--- src/kabf_pkg.sv ---
// ----------------------------------------------------------------------------
// kabf_pkg
// shared types, constants and helpers for the angle/bias kalman filter
// ----------------------------------------------------------------------------
package kabf_pkg;

    localparam int VALUE_WIDTH_DEF = 32;
    localparam int FRAC            = 24;
    localparam int REG_W           = 31;
    localparam int CFG_IDX_W       = 2;

    localparam logic [REG_W-1:0] ANGLE_NOISE_RST = 31'd16777;
    localparam logic [REG_W-1:0] BIAS_NOISE_RST  = 31'd50331;
    localparam logic [REG_W-1:0] MEAS_NOISE_RST  = 31'd503316;
    localparam logic signed [31:0] ONE_Q24       = 32'sd16777216;

    localparam logic [CFG_IDX_W-1:0] CFG_ANGLE_NOISE = 2'd0;
    localparam logic [CFG_IDX_W-1:0] CFG_BIAS_NOISE  = 2'd1;
    localparam logic [CFG_IDX_W-1:0] CFG_MEAS_NOISE  = 2'd2;

    // datapath micro-operations
    typedef enum logic [4:0] {
        OP_NONE    = 5'd0,
        OP_LOAD    = 5'd1,
        OP_PRED_A  = 5'd2,   // angle += dt*(rate-bias)
        OP_DT_P11  = 5'd3,   // t0 = dt*p11 - p01 - p10 + qa
        OP_INNER   = 5'd4,   // t1 = dt*t0
        OP_P00     = 5'd5,
        OP_P01     = 5'd6,
        OP_P11     = 5'd7,   // t2 = qb*dt, p11 update
        OP_DIV0    = 5'd8,   // start k0 divide
        OP_DIV1    = 5'd9,   // start k1 divide
        OP_INNOV   = 5'd10,
        OP_COR_A   = 5'd11,
        OP_COR_B   = 5'd12,
        OP_C00     = 5'd13,
        OP_C01     = 5'd14,
        OP_C10     = 5'd15,
        OP_C11     = 5'd16,
        OP_COMMIT  = 5'd17
    } op_t;

    typedef struct packed {
        op_t  op;
    } dp_cmd_t;

    typedef struct packed {
        logic div_busy;
    } dp_stat_t;

    // saturate a 66-bit signed value to w bits (w <= 32)
    function automatic logic [32:0] sat_w(input logic signed [65:0] v, input int w);
        logic signed [65:0] hi;
        logic signed [65:0] lo;
        logic [32:0]        r;
        hi = (66'sd1 <<< (w - 1)) - 66'sd1;
        lo = -hi - 66'sd1;
        if (v > hi)      r = {1'b1, hi[31:0]};
        else if (v < lo) r = {1'b1, lo[31:0]};
        else             r = {1'b0, v[31:0]};
        return r;
    endfunction

    // floor((p + 2^23) / 2^24)
    function automatic logic signed [65:0] rnd24(input logic signed [65:0] p);
        logic signed [65:0] q;
        q = p + (66'sd1 <<< (FRAC - 1));
        return q >>> FRAC;
    endfunction

endpackage

--- src/kabf_ctrl.sv ---
// ----------------------------------------------------------------------------
// kabf_ctrl
// sequencer issuing datapath operations and running the handshakes
// ----------------------------------------------------------------------------
module kabf_ctrl
(
    input  logic               clk,
    input  logic               rst_n,
    input  logic               in_valid,
    output logic               in_ready,
    output logic               out_valid,
    input  logic               out_ready,
    input  kabf_pkg::dp_stat_t stat,
    output kabf_pkg::dp_cmd_t  cmd
);

    typedef enum logic [4:0] {
        ST_IDLE = 5'b00001,
        ST_STEP = 5'b00010,
        ST_WAIT = 5'b00100,
        ST_DONE = 5'b01000,
        ST_OUT  = 5'b10000
    } state_t;

    state_t        state_reg, state_next;
    kabf_pkg::op_t op_reg, op_next;
    logic          ov_reg, ov_next;

    assign in_ready  = (state_reg == ST_IDLE);
    assign out_valid = ov_reg;

    always_comb
    begin
        state_next = state_reg;
        op_next    = op_reg;
        ov_next    = ov_reg;
        cmd.op     = kabf_pkg::OP_NONE;
        if (ov_reg && out_ready)
            ov_next = 1'b0;
        case (state_reg)
            ST_IDLE:
            begin
                if (in_valid)
                begin
                    cmd.op     = kabf_pkg::OP_LOAD;
                    op_next    = kabf_pkg::OP_PRED_A;
                    state_next = ST_STEP;
                end
            end
            ST_STEP:
            begin
                cmd.op  = op_reg;
                op_next = kabf_pkg::op_t'(op_reg + 5'd1);
                if (op_reg == kabf_pkg::OP_DIV0 || op_reg == kabf_pkg::OP_DIV1)
                    state_next = ST_WAIT;
                else if (op_reg == kabf_pkg::OP_C11)
                    state_next = ST_DONE;
            end
            ST_WAIT:
            begin
                if (!stat.div_busy)
                    state_next = ST_STEP;
            end
            ST_DONE:
            begin
                if (!ov_reg || out_ready)
                begin
                    cmd.op     = kabf_pkg::OP_COMMIT;
                    ov_next    = 1'b1;
                    state_next = ST_OUT;
                end
            end
            ST_OUT:
                state_next = ST_IDLE;
            default:
                state_next = ST_IDLE;
        endcase
    end

    always_ff @(posedge clk or negedge rst_n)
    begin
        if (!rst_n)
        begin
            state_reg <= ST_IDLE;
            op_reg    <= kabf_pkg::OP_NONE;
            ov_reg    <= 1'b0;
        end
        else
        begin
            state_reg <= state_next;
            op_reg    <= op_next;
            ov_reg    <= ov_next;
        end
    end

endmodule

--- config.mk ---
export PLATFORM = sky130hd
export DESIGN_NAME = kabf_ctrl
export DESIGN_NICKNAME = d
export VERILOG_FILES = /design/src/kabf_pkg.sv /design/src/kabf_ctrl.sv
export SDC_FILE = /design/constraint.sdc
export NUM_CORES = 1
export LEC_CHECK = 0
export BUFFER_PORTS_ARGS = -buffer_cell sky130_fd_sc_hd__buf_2
export CORE_MARGIN = 4
export CORE_UTILIZATION = 35
export DETAILED_ROUTE_END_ITERATION = 8
export REMOVE_ABC_BUFFERS = 1
export SLEW_MARGIN = 0
export SYNTH_ARGS = -nofsm -noshare
export SYNTH_HDL_FRONTEND = slang
export SYNTH_SLANG_ARGS = --single-unit
export TNS_END_PERCENT = 50
--- constraint.sdc ---
create_clock -name clk -period 3.4 [get_ports clk]
set_input_delay 0.68 -clock clk [delete_from_list [all_inputs] [get_ports clk]]
set_output_delay 0.68 -clock clk [all_outputs]
set_load 0.02 [all_outputs]
# [Word level (Yosys, flattened, before mapping)]
# Index checks and enable logic that the tools add are counted.
[totals] register_bits=11 inputBits=5 output_inout_bits=7 word_cells=35
[classes] add_sub_neg=1 eq_ne=11 mux=13 reduce_logical=7
[op_table] operator="$mux 5" count=6
[op_table] operator="$pmux 5 s4" count=1
[op_table] operator="$eq 5x4->1 const B" count=3
[op_table] operator="$pmux 5 s3" count=1
[op_table] operator="$pmux 5 s2" count=1
[op_table] operator="$ne 2x2->1 const B" count=3
[op_table] operator="$add 5x1->5 const B" count=1
[op_table] operator="$eq 5x1->1 const B" count=1
[op_table] operator="$eq 5x2->1 const B" count=1
[op_table] operator="$eq 5x3->1 const B" count=1
[op_table] operator="$eq 5x5->1 const B" count=1
[op_table] operator="$mux 1" count=4
[op_table] operator="$reduce_and 4->1" count=1
[op_table] operator="$ne 3x3->1 const B" count=1
[op_table] operator="$logic_or 1x1->1" count=2
[op_table] operator="$reduce_and 2->1" count=1
[op_table] operator="$reduce_bool 2->1" count=1
[op_table] operator="$logic_and 1x1->1" count=1
[op_table] operator="$logic_not 1->1" count=1

# [Logic depth before layout (Yosys ltp)]
# Gate-level depths: netlist of run 1.
[logic_depth] ltp_word=4 mapped_depth=6 ltp_nobuf=6

# [Worst setup path after synthesis of run 1]
# No wires, ideal clock.
[synth_timing] kind="reg-to-output" from="register state_reg[3]" to="output port cmd[0] (netlist name)" t_arrival_ps=1337 t_required_ps=2720 path_slack_ps=1383 stages_incl_launch_ff=5 n_path_buf=1 cell_sequence="dfrtp_1 > clkbuf_1 > nor4_4 > nand2_1 > o211ai_1"
[synth_rtl] element="start: declaration" line="kabf_ctrl.sv:25" source="state_t state_reg, state_next;"
[synth_rtl] element="start signal: assignment" line="kabf_ctrl.sv:90" source="state_reg <= state_next;"
[synth_rtl] element="end: declaration" line="kabf_ctrl.sv:14" source="output kabf_pkg::dp_cmd_t cmd"

==> results by group, run 1 <==
Floorplanning
  – Initial Util: 37.89%
  – Core Footprint: 0.001783 mm^2
  – Die height: 51.94 um
  – I/O pins: 12
  – Die area: between 0.002 and 0.003 mm^2
  – Die width: 51.94 um
  – Row Count: 15

Pwr
  – Internal power: between 0.0003 and 0.0004 W
  – Leak: 0.4066 nW
  – Sw frac: 41.78%
  – Seq pwr share: approximately 42%
  – Clock Power Share: 17.2%
  – Total chip power: 0.0005182 W
  – Cell area power density: 664.8 mW/mm^2
  – Combinational Power Share: 40.7%
  – Peak supply drop: roughly 0.36 mV
  – Psw: 0.0002165 W

STA
  – Fin crit period: 2.378 ns
  – Clock Skews: 0.0007521 ns
  – Fmax: between 400 and 500 MHz
  – Slew HR: 78.68%
  – Unrepaired setup endpoints after global routing: no
  – Setup TNS: 0 ns
  – Count of pins over their slew limit: 0
  – Period utilization: 69.94%
  – Final hold violation count: 0
  – Least-Margin Pin Slew: 0.3198 ns
  – Setup violators final: 0
  – Setup ws final: just over 1 ns

Clock network
  – CTS tree: built
  – PostCTS Resize Cnt: 0
  – CTS buffer count: 3
  – Post-CTS setup buffers: 0
  – CTS H-tree depth: 1
  – Clock Latency Late Sink: roughly 0.26 ns
  – CTS sink cnt: 11
  – Cts hold-fix bufs: 0
  – Longest Clk Path Bufs: 2
  – Clock transition at the registers of the reported paths: 0.07 ns
  – Root Buffer: clkbuf_4

Drt
  – Pre-Repair DR Iteration Count: 4
  – Vias: 559
  – Vias per inst: 5.036
  – Final wirelength: 1432 um
  – Iter 0 DRT Violations: 6
  – ANT nets after route: 0
  – # DRC: 0
  – WL/cell: 12.90 um

Setup path
  – Worst R2R End: state_reg[1]$_DFFE_PN0P_
  – Crit. End Element: output pin
  – Worst-path cell chain: nor3b_2 -> nand3_1 -> o211ai_1 -> buf_2
  – R2r startpoint: op_reg[0]$_DFFE_PN0P_
  – Worst Setup Path Type: flip-flop to output pin
  – CP max stage cell: dfstp_2
  – CP max stage delay: 0.60 ns
  – Critical-path maximum fanout: 7
  – Worst setup endpoint: cmd[0]
  – Worst endpoint required time: 2.72 ns
  – Worst setup startpoint: state_reg[0]$_DFFE_PN1P_
  – Crit path launch type: flip-flop
  – R2r setup slk: 1.82 ns
  – Arrival @ worst endpoint: 1.70 ns
  – R2R cell count: 6

GRT
  – Largest net degree at the start of global routing: 12
  – GRT overflow: 0
  – Global-route wire length before repair: 2249 um
  – Vias in the first global route: 485
  – Antenna violations before repair: 0
  – Global Route Usage Sum: a little under an eighth

Synth
  – Sequential share of the synthesized area: 40.93%
  – Synth cell types: 33
  – Mapped Cells: 73
  – Mapped Area: between 600 and 700 um^2
  – Yosys reg bits: 11
  – Syn. warnings: 0
  – Mean post-synth cell area: between 9 and 10 um^2

Final layout
  – Share of cells above drive strength 1: 25.58%
  – Synth-to-Final Area Change: 15.37%
  – Diodes inserted: 0
  – NumNets Final: 95
  – Most used cells in the layout excluding fill and tap cells: buf_2 (11), dfrtp_1 (10), nand2_1 (7), nand3_1 (6)
  – Commonest non-fill, non-tap cell in the layout: buf_2

Worst hold path
  – Tightest Hold Check Type: primary input to asynchronous set/reset pin

Place
  – DP Worst Slack: 1.300 ns
  – I/O Buffers: 11
  – GPL Wtd Cong: between 0.8 and 0.9
  – Final HPWL DP: 1061 um

Outcome
  – Status: complete, no violations

Flow run
  – Total of max-cap violations: 0
cells in the mapped netlist, drive strengths merged:
master	number	area (um^2)
o41ai	1	16.27
and2	1	8.760
nand3	6	30.03
nor4	2	27.53
o21ai	5	25.02
buf	1	5.000
mux2i	1	10.01
or3b	2	17.52
nor3b	2	20.02
o31a	1	8.760
nor2	5	18.77
o221ai	1	8.760
a31oi	1	6.260
inv	5	18.77
ha	3	37.54
nand2b	1	6.260
xor2	2	17.52
o211ai	1	7.510
nand4	2	12.51
dfstp	1	26.28
clkbuf	1	3.750
nor3	1	5.000
and3	2	12.51
dfrtp	10	250.2
nor2b	3	18.77
a21oi	2	10.01
nand3b	1	7.510
o22ai	1	6.260
nand2	8	32.54
power groups by stage:
stage | Combinational [W] | Sequential (W) | Clock (W)
after global placement | 0.000209 | 0.000219 | 0
after detailed placement | 0.000213 | 0.000220 | 0
after floorplan | 0.000163 | 0.000206 | 0
final | 0.000211 | 0.000218 | 0.0000891
after CTS | 0.000214 | 0.000218 | 0.0000934
after global routing | 0.000233 | 0.000224 | 0.0000988
cells by family (layout without fill, tap and decap cells):
family | after synthesis | count (layout) | share of synthesized area (%)
xor gates and xnor gates | 2 | 2 | 2.593
AOI/OAI and AO/OA | 13 | 13 | 13.15
and+or+nand+nor | 36 | 36 | 32.23
adders and majority gates | 3 | 3 | 5.556
DFF | 11 | 11 | 40.93
buffers and inverters | 7 | 20 | 4.073
muxes | 1 | 1 | 1.482
layout make-up:
cell class                 count  area [um^2]
multi-input combinational     55        371.6
sequential                    11        276.5
fill                         185         1003
tap                           25        31.28
timing repair buffer          11        55.05
inverter                       5        18.77
clock buffer                   4        26.28
stage by stage:
step / hold WS (ns) / cells / utilization (%) / cell area, um^2
floorplan: 0.3844 / 71 / - / 666.9
global placement: 0.5255 / 107 / 42.25 / 753.2
detailed placement: 0.5219 / 107 / 42.25 / 753.2
CTS: 0.2796 / 111 / 43.72 / 779.5
global route: 0.2859 / 111 / 43.72 / 779.5
finish: 0.2763 / 111 / 43.72 / 779.5
worst min path at each step:
| stage | to | slack (ns) |
|---|---|---|
| after floorplan | op_reg[0]$_DFFE_PN0P_ | 0.38 |
| after global placement | out_valid$_DFF_PN0_ | 0.53 |
| after detailed placement | out_valid$_DFF_PN0_ | 0.52 |
| after CTS | out_valid$_DFF_PN0_ | 0.28 |
| after global routing | out_valid$_DFF_PN0_ | 0.29 |
| final | state_reg[2]$_DFFE_PN0P_ | 0.28 |
critical path, delay by kind of cell, from the launching register on:
family | cells | cell delay, ns
simple gates | 2 | 0.47
compound gates | 1 | 0.17
buf+inv | 1 | 0.19
flops | 1 | 0.60
layer usage:
| metal | up-vias | global-route usage (%) | share of wire, % |
|---|---|---|---|
| met2 | 20 | 16.53 | 43 |
| li1 | 285 | - | - |
| met1 | 254 | 15.22 | 50 |
| met4 | 0 | 5.240 | 0 |
| met3 | 0 | 5.158 | 6.8 |
| met5 | - | 0 | 0 |
Power figures use the tool's default switching activity.
==> inputs of run 2 (changes only) <==
clock period = 2.17 ns   (was 3.4 ns; I/O delays follow)
==> run 2 against run 1 <==
Against the previous run: first-iteration DRC count is 17% higher; sequential power is 57% higher; hold slack worse by 0.26 ns; via count is 4.7% higher; critical path type unchanged; largest power group unchanged; highest routed layer is now met4.
==> results by group, run 2 (same netlist as run 1, synthesis figures left out) <==
Final layout
  – FILL cells: 184
  – Most used cells in the layout excluding fill and tap cells: buf_2 (11), dfrtp_1 (8), nand2_1 (6), nand3_1 (6)
  – Commonest non-fill, non-tap cell in the layout: buf_2
  – Layout Cells excl Fill: 112
  – Share of cells above drive strength 1: 29.89%
  – NumNets Final: 96
  – Synth-to-Final Area Change: 17.22%
  – Diodes inserted: 0
  – Fin area: between 700 and 800 um^2

Setup path
  – Worst-path cell chain: nor4_4 -> nand2_2 -> o211ai_1 -> buf_2
  – Worst endpoint required time: 1.74 ns
  – CP max stage delay: 0.44 ns
  – Crit. End Element: output pin
  – Arrival @ worst endpoint: ~1.6 ns
  – Worst Setup Path Type: flip-flop to output pin
  – Crit path launch type: flip-flop
  – CP max stage cell: dfrtp_2
  – Critical-path maximum fanout: 8

GRT
  – Antenna violations before repair: 0
  – GRT overflow: 0
  – Global-route wire length before repair: 2525 um
  – Global Route Usage Sum: between 10 and 15%
  – Largest net degree at the start of global routing: 12
  – Vias in the first global route: 562

Floorplanning
  – I/O pins: 12
  – Core Footprint: 0.001783 mm^2
  – Die area: 0.002697 mm^2
  – Row Count: 15
  – Initial Util: 37.89%
  – Die height: 51.94 um
  – Die width: 51.94 um

Clock network
  – CTS sink cnt: 11
  – Cts hold-fix bufs: 0
  – Root Buffer: clkbuf_4
  – CTS tree: built
  – CTS buffer count: 3
  – Longest Clk Path Bufs: 2
  – CTS H-tree depth: 1
  – Clock Latency Late Sink: 0.27 ns
  – Clock transition at the registers of the reported paths: 0.07 ns

Pwr
  – Cell area power density: 1042 mW/mm^2
  – Leak: 0.4083 nW
  – Peak supply drop: 0.3447 mV

Drt
  – # DRC: 0
  – WL/cell: roughly 13 um
  – Final wirelength: 1443 um
  – Vias: between 500 and 600
  – Iter 0 DRT Violations: 7
  – ANT nets after route: 0
  – Pre-Repair DR Iteration Count: 4
  – Vias per inst: 5.223

STA
  – Fin crit period: 2.051 ns
  – Slew HR: just under 80%
  – Hold WS: around 0.018 ns
  – Period utilization: 94.52%
  – Fmax: 487.5 MHz
  – Clock Skews: 0.008441 ns
  – Setup ws final: 0.1189 ns
  – Setup TNS: 0 ns
  – Count of pins over their slew limit: 0
  – Least-Margin Pin Slew: 0.3242 ns
  – Setup violators final: 0
  – Unrepaired setup endpoints after global routing: no
  – Final hold violation count: 0

Place
  – Placed cell count: 108
  – Final HPWL DP: 1126 um
  – Placed instance area: roughly 760 um^2
  – GPL Wtd Cong: 0.8882
  – DP Worst Slack: between 0.3 and 0.4 ns
  – I/O Buffers: 11

Worst hold path
  – Tightest Hold Check Type: primary input to asynchronous set/reset pin

Flow run
  – Total of max-cap violations: 0

Outcome
  – Status: complete, no violations
[run 2: cell types whose count changed in the layout (fill, tap and decap cells not counted)]
cell	delta
nand2_1	-1
buf_4	+1
nand2_2	+1
dfrtp_1	-2
dfrtp_2	+2
[run 2: cell type report]
| type | count | area (um^2) | share of cell area [%] |
|---|---|---|---|
| multi-input combinational | 55 | 374.1 | 47.24 |
| sequential | 11 | 279.0 | 35.23 |
| timing repair buffer | 12 | 62.56 | 7.899 |
| tap | 25 | 31.28 | 3.949 |
| clock buffer | 4 | 26.28 | 3.318 |
| inverter | 5 | 18.77 | 2.370 |
[run 2: power by group]
| group | internal (W) | switching (W) | leakage [nW] | total [W] |
|---|---|---|---|---|
| Clock | 0.0000713 | 0.0000701 | 0.0150 | 0.000141 |
| Sequential | 0.000256 | 0.0000864 | 0.139 | 0.000343 |
| Combinational | 0.000154 | 0.000187 | 0.254 | 0.000341 |
[run 2: worst max-delay path, delay by kind of cell, from the launching register on]
kind                   cells  cell delay (ns)
AOI/OAI and AO/OA          1             0.19
buffers and inverters      1             0.19
DFF                        1             0.44
and+or+nand+nor            2             0.52
[run 2: metal layers]
| layer | global-route usage [%] | up-vias | wire [um] |
|---|---|---|---|
| li1 | - | 290 | - |
| met1 | 17.35 | 271 | 713 |
| met2 | 18.41 | 20 | 605 |
| met3 | 3.152 | 4 | 89 |
| met4 | 7.860 | 0 | 34 |
| met5 | 0 | - | 0 |
[run 2: final timing paths]
check	slack [ns]	cells past startpoint	start	end
setup / recovery	0.12	4	state_reg[4]$_DFFE_PN0P_	cmd[0]
hold / removal	0.02	1	rst_n	op_reg[4]$_DFFE_PN0P_
setup reg to reg	0.62	6	op_reg[0]$_DFFE_PN0P_	state_reg[1]$_DFFE_PN0P_
hold reg to reg	0.53	2	out_valid$_DFF_PN0_	out_valid$_DFF_PN0_
max in group asynchronous	1.87	1	rst_n	state_reg[0]$_DFFE_PN1P_
min in group clk	0.35	2	in_valid	op_reg[4]$_DFFE_PN0P_
[run 2: timing repair]
item	CTS	global route
hold endpoints to repair	0	0
setup buffers	0	0
setup endpoints to repair	0	1
gates resized for setup	0	3
[run 2: through the flow]
| step | util (%) | power (W) |
|---|---|---|
| global route | 44.42 | 0.0008967 |
| floorplan | - | 0.0005779 |
| CTS | 44.14 | 0.0008313 |
| global placement | 42.67 | 0.0006829 |
| finish | 44.42 | 0.0008253 |
| detailed placement | 42.67 | 0.0006864 |
